File: src/sv/gaussian_cdf_erf_approx_macros.svh
// Assertion macros shared by the normal CDF block.
// Included by the top level; depends on nothing else.
`ifndef GAUSSIAN_CDF_ERF_APPROX_MACROS_SVH
`define GAUSSIAN_CDF_ERF_APPROX_MACROS_SVH

// Same-cycle implication, disabled during reset.
`define GCDF_ASSERT_IMPL(label, clk, rst, ante, cons, msg) \
   label: assert property (@(posedge clk) disable iff (rst) (ante) |-> (cons)) \
      else $error(msg);

// Next-cycle implication, disabled during reset.
`define GCDF_ASSERT_NEXT(label, clk, rst, ante, cons, msg) \
   label: assert property (@(posedge clk) disable iff (rst) (ante) |=> (cons)) \
      else $error(msg);

`endif

File: src/sv/gcdf_pkg.sv
// Shared widths, coefficients, register codes and types for the normal CDF block.
// Used by gcdf_div and gaussian_cdf_erf_approx; depends on nothing.
package gcdf_pkg;

   // Sample and configuration widths.
   localparam int SAMPLE_BITS = 16;
   localparam int CFG_W       = 16;
   localparam int X_W         = (SAMPLE_BITS > CFG_W) ? SAMPLE_BITS : CFG_W;
   localparam int DIFF_W      = X_W + 1;
   localparam int MAG_W       = X_W;
   localparam int SCALED_W    = MAG_W + CFG_W;
   localparam int FRAC_SHIFT  = 4;
   localparam int URAW_W      = SCALED_W - FRAC_SHIFT;

   // |t| in Q.16, clamped to 8.0.
   localparam int U_W = 20;
   localparam logic [U_W-1:0] T_LIMIT = 20'd524288;

   // Polynomial coefficients in Q0.16, rounded to nearest.
   localparam int COEF_W = 16;
   localparam logic [COEF_W-1:0] COEF_A1 = 16'd18245;
   localparam logic [COEF_W-1:0] COEF_A2 = 16'd15099;
   localparam logic [COEF_W-1:0] COEF_A3 = 16'd64;
   localparam logic [COEF_W-1:0] COEF_A4 = 16'd5119;

   // Horner intermediate widths, set by the largest value at |t| = 8.0.
   localparam int Q16_SHIFT = 16;
   localparam int P1_W      = 16;
   localparam int P2_W      = 19;
   localparam int P3_W      = 22;
   localparam int D_W       = 25;
   localparam int D2_W      = 33;
   localparam logic [16:0]     ONE_Q16 = 17'd65536;
   localparam logic [D2_W-1:0] D2_MIN  = D2_W'(ONE_Q16);

   // Reciprocal 2^40 / d2, one quotient bit per stage.
   localparam int Q_W            = 25;
   localparam int DIV_STAGES     = Q_W;
   localparam int REM_W          = D2_W;
   localparam int DIVIDEND_SHIFT = 40;
   localparam logic [REM_W-1:0] REM_INIT = REM_W'(1) << (DIVIDEND_SHIFT - Q_W);
   localparam logic [Q_W-1:0]   Q_MAX    = Q_W'(1) << (Q_W - 1);

   // Fourth power and rounding back to Q0.16.
   localparam int SQ_W       = 2 * Q_W;
   localparam int R4_SHIFT   = 32;
   localparam int R4_W       = 17;
   localparam int PROB_EXT_W = 18;
   localparam int PROB_W     = 16;
   localparam logic [SQ_W-1:0]   ROUND_HALF = SQ_W'(1) << (R4_SHIFT - 1);
   localparam logic [PROB_W-1:0] PROB_MAX   = 16'hFFFF;
   localparam logic [PROB_W-1:0] HALF_Q16   = 16'd32768;

   // Configuration register indexes and reset values.
   localparam int CSR_INDEX_W = 1;
   localparam logic [CSR_INDEX_W-1:0] CSR_MEAN  = 1'b0;
   localparam logic [CSR_INDEX_W-1:0] CSR_SCALE = 1'b1;
   localparam logic [CFG_W-1:0] MEAN_RESET  = 16'd0;
   localparam logic [CFG_W-1:0] SCALE_RESET = 16'd2896;

   // Control that travels with each request down the pipeline.
   typedef struct packed {
      logic valid;
      logic neg;
   } gcdf_tag_type;

endpackage

File: src/sv/gcdf_div.sv
// Pipelined restoring divider that forms 2^40 / d2, one quotient bit per stage.
// Depends on gcdf_pkg for widths and the request tag type.
module gcdf_div (
   input  logic                         clock,
   input  logic                         reset,
   input  gcdf_pkg::gcdf_tag_type       in_tag,
   input  logic [gcdf_pkg::D2_W-1:0]    in_divisor,
   output logic                         in_ready,
   output gcdf_pkg::gcdf_tag_type       out_tag,
   output logic [gcdf_pkg::Q_W-1:0]     out_quotient,
   input  logic                         out_ready
);

   // Stage registers; index k holds the state after quotient bit k.
   gcdf_pkg::gcdf_tag_type           tag_ff  [gcdf_pkg::DIV_STAGES];
   logic [gcdf_pkg::REM_W-1:0]       rem_ff  [gcdf_pkg::DIV_STAGES];
   logic [gcdf_pkg::D2_W-1:0]        div_ff  [gcdf_pkg::DIV_STAGES];
   logic [gcdf_pkg::Q_W-1:0]         quot_ff [gcdf_pkg::DIV_STAGES];
   logic [gcdf_pkg::REM_W-1:0]       rem_in  [gcdf_pkg::DIV_STAGES];
   logic [gcdf_pkg::Q_W-1:0]         quot_in [gcdf_pkg::DIV_STAGES];

   // Source of each stage: entry 0 is the input, entry k+1 is stage k.
   gcdf_pkg::gcdf_tag_type           tag_src  [gcdf_pkg::DIV_STAGES+1];
   logic [gcdf_pkg::REM_W-1:0]       rem_src  [gcdf_pkg::DIV_STAGES+1];
   logic [gcdf_pkg::D2_W-1:0]        div_src  [gcdf_pkg::DIV_STAGES+1];
   logic [gcdf_pkg::Q_W-1:0]         quot_src [gcdf_pkg::DIV_STAGES+1];
   logic                             stage_en [gcdf_pkg::DIV_STAGES+1];

   // The leading quotient bits are known to be zero, so the partial
   // remainder starts at the dividend shifted past them.
   assign tag_src[0]  = in_tag;
   assign rem_src[0]  = gcdf_pkg::REM_INIT;
   assign div_src[0]  = in_divisor;
   assign quot_src[0] = '0;
   assign stage_en[gcdf_pkg::DIV_STAGES] = out_ready;

   for (genvar k = 0; k < gcdf_pkg::DIV_STAGES; k++) begin : g_stage
      logic [gcdf_pkg::REM_W:0] trial;
      logic [gcdf_pkg::REM_W:0] remainder_try;

      // One restoring step: shift in a zero and subtract if it fits.
      always_comb begin
         trial         = {rem_src[k], 1'b0};
         remainder_try = trial - {1'b0, div_src[k]};
         if (!remainder_try[gcdf_pkg::REM_W]) begin
            rem_in[k]  = remainder_try[gcdf_pkg::REM_W-1:0];
            quot_in[k] = {quot_src[k][gcdf_pkg::Q_W-2:0], 1'b1};
         end else begin
            rem_in[k]  = trial[gcdf_pkg::REM_W-1:0];
            quot_in[k] = {quot_src[k][gcdf_pkg::Q_W-2:0], 1'b0};
         end
      end

      // A stage loads when it is empty or its contents move on.
      assign stage_en[k] = !tag_ff[k].valid || stage_en[k+1];

      always_ff @(posedge clock) begin
         if (reset) begin
            tag_ff[k] <= '0;
         end else if (stage_en[k]) begin
            tag_ff[k] <= tag_src[k];
         end
      end

      always_ff @(posedge clock) begin
         if (stage_en[k]) begin
            rem_ff[k]  <= rem_in[k];
            div_ff[k]  <= div_src[k];
            quot_ff[k] <= quot_in[k];
         end
      end

      assign tag_src[k+1]  = tag_ff[k];
      assign rem_src[k+1]  = rem_ff[k];
      assign div_src[k+1]  = div_ff[k];
      assign quot_src[k+1] = quot_ff[k];
   end

   assign in_ready     = stage_en[0];
   assign out_tag      = tag_src[gcdf_pkg::DIV_STAGES];
   assign out_quotient = quot_src[gcdf_pkg::DIV_STAGES];

endmodule

File: config.mk
export PLATFORM = sky130hd
export DESIGN_NAME = gcdf_div
export DESIGN_NICKNAME = d
export VERILOG_FILES = /design/src/sv/gaussian_cdf_erf_approx_macros.svh /design/src/sv/gcdf_pkg.sv /design/src/sv/gcdf_div.sv
export SDC_FILE = /design/constraint.sdc
export NUM_CORES = 2
export LEC_CHECK = 0
export ABC_AREA = 1
export BUFFER_PORTS_ARGS = -buffer_cell sky130_fd_sc_hd__buf_2
export CORE_MARGIN = 2
export CORE_UTILIZATION = 30
export DETAILED_ROUTE_END_ITERATION = 10
export GPL_TIMING_DRIVEN = 0
export PLACE_DENSITY = 0.45
export SLEW_MARGIN = 15
export SYNTH_ARGS = -nofsm -noshare
export SYNTH_HDL_FRONTEND = slang
export SYNTH_SLANG_ARGS = --single-unit
File: constraint.sdc
create_clock -name clock -period 15.8 [get_ports clock]
set_input_delay 1.58 -clock clock [delete_from_list [all_inputs] [get_ports clock]]
set_output_delay 1.58 -clock clock [all_outputs]
set_load 0.05 [all_outputs]
==> run metrics <==
status completed; Clock Latency Late Sink 0.91 ns; CP required between 10 and 15 ns; DR vias/cell 4.785; final setup slack of the worst path 6.872 ns; Async SR Flop Fraction 0; Ports 66; final hold viol count 0; vias in the first global route 78310; Startpoint Class input pin; top_reg_cell synth edfxtp_1; CTS tree yes; crit-path max cell delay 0.56 ns; setup TNS 0 ns; crit end category output port; gp weighted congestion 0.8916; f_max 112.0 MHz; antenna violations before repair 10; RSZ-0062 raised after global routing false; Placed Cells about 16000; CORE AREA 0.3592 mm^2; cell taking the most area after synthesis edfxtp_1; # hold bufs at CTS 0; Layout area overhead 13.50%; buffer type at the clock tree root clkbuf_16; Crit path max-delay family simple AND/OR/NAND/NOR gates; Post-Syn Area 0.1083 mm^2; via count roughly 77000; fin crit share 0.5651; total of max-cap violations 0; worst path cell trace buf_2 -> inv_2 -> nand3_4 -> nor2_4 -> nand4_4 -> nor2_2 -> nand4_4 -> nor2_4 -> nand4_4 -> nor2_4 -> nand4_4 -> nor2_4 -> nand4_4 -> nor2_4 -> nand3_4 -> buf_12 -> buf_2; full die area 0.3657 mm^2; # DRC 0; TritonCTS Buffers 228; clk_skew about 0.069 ns; port buffer count 65; H-tree depth 4; clock-pin slew on the worst setup and hold paths ~0.060 ns; largest net degree at the start of global routing 84; P per Cell Area around 210 mW/mm^2; Post-CTS Repair Setup Buffers 0; chip width a little over 600 um; layout cells sized above 1 0.05402; sequential cell area fraction in the yosys report 0.5433; Starting DRT DRC Count between 5000 and 6000; Pleak roughly 53 nW; Routed met3 length approximately 11000 um; CTS Sinks between 1500 and 2000; worst-margin pin slew between 0.9 and 1 ns; Peak VDD IR roughly 0.12 mV; library cells used by synthesis 59; Arr. time, crit path between 7 and 8 ns; uppermost layer routed met4; Congestion Overflow GR 0; gr usage total 0.1707; fin cells between 15000 and 20000; met2 wire length 164000 um; WS Path Type input pin to output port; Worst Path Buf+Inv 4; dpl ws approximately 6.6 ns; Synth Instances ~11000; Final ANT Viol Nets 0; HPWL Detailed around 260000 um; DRT met1 WL 133400 um; Slowest-stage cell, CP nand4_4; DRT Wirelength ~320000 um; cts repair resizes 0; WL per Instance about 20 um; Core Rows 220; DR pass1 iterations 6; Slew Limit Fails 0; Yosys reg bits slightly below 2000; main area contributors after synthesis edfxtp_1 (54%), ha_1 (8.9%), nand2_1 (7.7%); Die Y-Extent 604.8 um; Min Clock Period, post-route around 9 ns; top cell type's share of synthesized area 0.5433; syn avg cell area slightly below 10 um^2; first-pass GRT wire length around 480000 um; Longest Clk Path Bufs 4; Finish-stage setup viols 0; Tot Pwr roughly 25 mW; Post-synth EDFFs slightly below 2000; starting density of the core 0.3014; Hold WC Path Type flop to flop; Critical Path Fanout Max 42; Synth Warn # 0; nets@finish 12050; relative slew slack 0.3281
-- routing by layer --
| layer | vias up | GRT usage |
|---|---|---|
| met2 | 1490 | 0.3187 |
| met4 | 0 | 0.04763 |
| met3 | 433 | 0.01845 |
| li1 | 38250 | - |
| met5 | - | 0 |
| met1 | 37260 | 0.2058 |
-- power by group --
group | switching, mW | total, mW | internal [mW]
registers | 0.968 | 8.88 | 7.91
clock network | 2.18 | 5.27 | 3.09
logic | 7.44 | 11.3 | 3.90
-- Yosys cell counts, types with 12 or more instances --
cell type	count
o211ai_1	14
a21oi_1	948
nand3b_1	14
edfxtp_1	1959
fa_1	23
o21a_1	74
nor3_1	82
nor4_1	25
nand2_1	2227
ha_1	769
a31oi_1	72
o21bai_1	17
or2_2	16
nor2_1	664
buf_6	12
o21bai_2	14
o21ai_0	955
inv_2	14
xnor2_1	439
inv_1	1470
o21ai_1	109
nand2_2	17
a21o_1	22
a221oi_1	32
o221ai_1	14
nand3_1	207
buf_4	28
nand4_1	117
o31ai_1	12
xor2_1	256
a21boi_0	34
buf_2	49
clkbuf_1	87
-- cells by family after synthesis --
kind of cell | Yosys count | synth area share
and+or+nand+nor | 3415 | 0.1292
AOI/OAI and AO/OA | 2365 | 0.1182
DFF | 1959 | 0.5433
buffers and inverters | 1662 | 0.05999
other | 1 | 0.00003463
adders and majority gates | 792 | 0.09312
xor gates and xnor gates | 695 | 0.05622
-- path summary, 6_finish.rpt --
kind	start	cells after the start	endpoint	slack [ns]
worst min register to register	quot_ff[1][10]	0	quot_ff[1][36]	0.36
worst max-delay path	out_ready	17	in_ready	6.87
worst max register to register	tag_ff[1][17]	14	rem_ff[0][31]	9.70
worst min-delay path	quot_ff[1][10]	0	quot_ff[1][36]	0.36
-- cell type report --
| class | count | area (um^2) |
|---|---|---|
| Fill cell | 36270 | 236300 |
| Sequential cell | 1959 | 58830 |
| Multi-Input combinational cell | 7275 | 43070 |
| Tap cell | 4773 | 5972 |
| Clock buffer | 266 | 5869 |
| Inverter | 1485 | 5614 |
| Clock inverter | 146 | 1526 |
| Timing Repair Buffer | 95 | 1076 |
| Buffer | 177 | 920.9 |
| Antenna cell | 5 | 12.51 |
-- worst register-to-register path: stages, from the launching register on --
cell	delay [ns]
edfxtp_1	0.50
nand3_4	0.37
nor2_4	0.39
nand4_4	0.56
nor2_2	0.47
nand4_4	0.21
nor2_4	0.22
nand4_4	0.24
nor2_4	0.27
nand4_4	0.52
nor2_4	0.36
nand4_4	0.53
nor2_4	0.42
nand3_4	0.41
buf_12	0.36
-- state kept, by name (all words and copies together) (netlist names) --
name     cells
quot_ff    325
div_ff     792
tag_ff      50
rem_ff     792
-- stage by stage --
step	util	instance area, um^2	hold WS [ns]
floorplan	-	108300	0.4003
global placement	0.3190	114600	0.4003
detailed placement	0.3215	115500	0.4045
CTS	0.3421	122900	0.3512
global route	0.3421	122900	0.3527
finish	0.3421	122900	0.3626
-- cells in the final DEF (no fill, tap or decap), types with 14 or more instances in the layout --
master / Yosys / final
o21a_1: 74 / 74
o21ai_1: 109 / 109
nor3_1: 82 / 82
clkbuf_1: 87 / 124
inv_2: 14 / 14
o221ai_1: 14 / 14
bufinv_16: 0 / 27
inv_1: 1470 / 1459
or2_2: 16 / 16
xor2_1: 256 / 256
o211ai_1: 14 / 14
nand2_2: 17 / 15
o21bai_1: 17 / 17
a221oi_1: 32 / 32
nand4_1: 117 / 117
edfxtp_1: 1959 / 1959
buf_16: 0 / 20
a21boi_0: 34 / 34
clkinv_2: 0 / 35
a31oi_1: 72 / 72
a21o_1: 22 / 22
fa_1: 23 / 23
a21oi_1: 948 / 948
nand2_1: 2227 / 2222
nand3_1: 207 / 207
clkbuf_16: 0 / 229
nand3b_1: 14 / 14
clkinv_1: 1 / 54
nor2_1: 664 / 664
o21bai_2: 14 / 14
buf_4: 28 / 28
ha_1: 769 / 769
nor4_1: 25 / 25
o21ai_0: 955 / 955
xnor2_1: 439 / 439
buf_2: 49 / 114
Power figures use the tool's default switching activity.
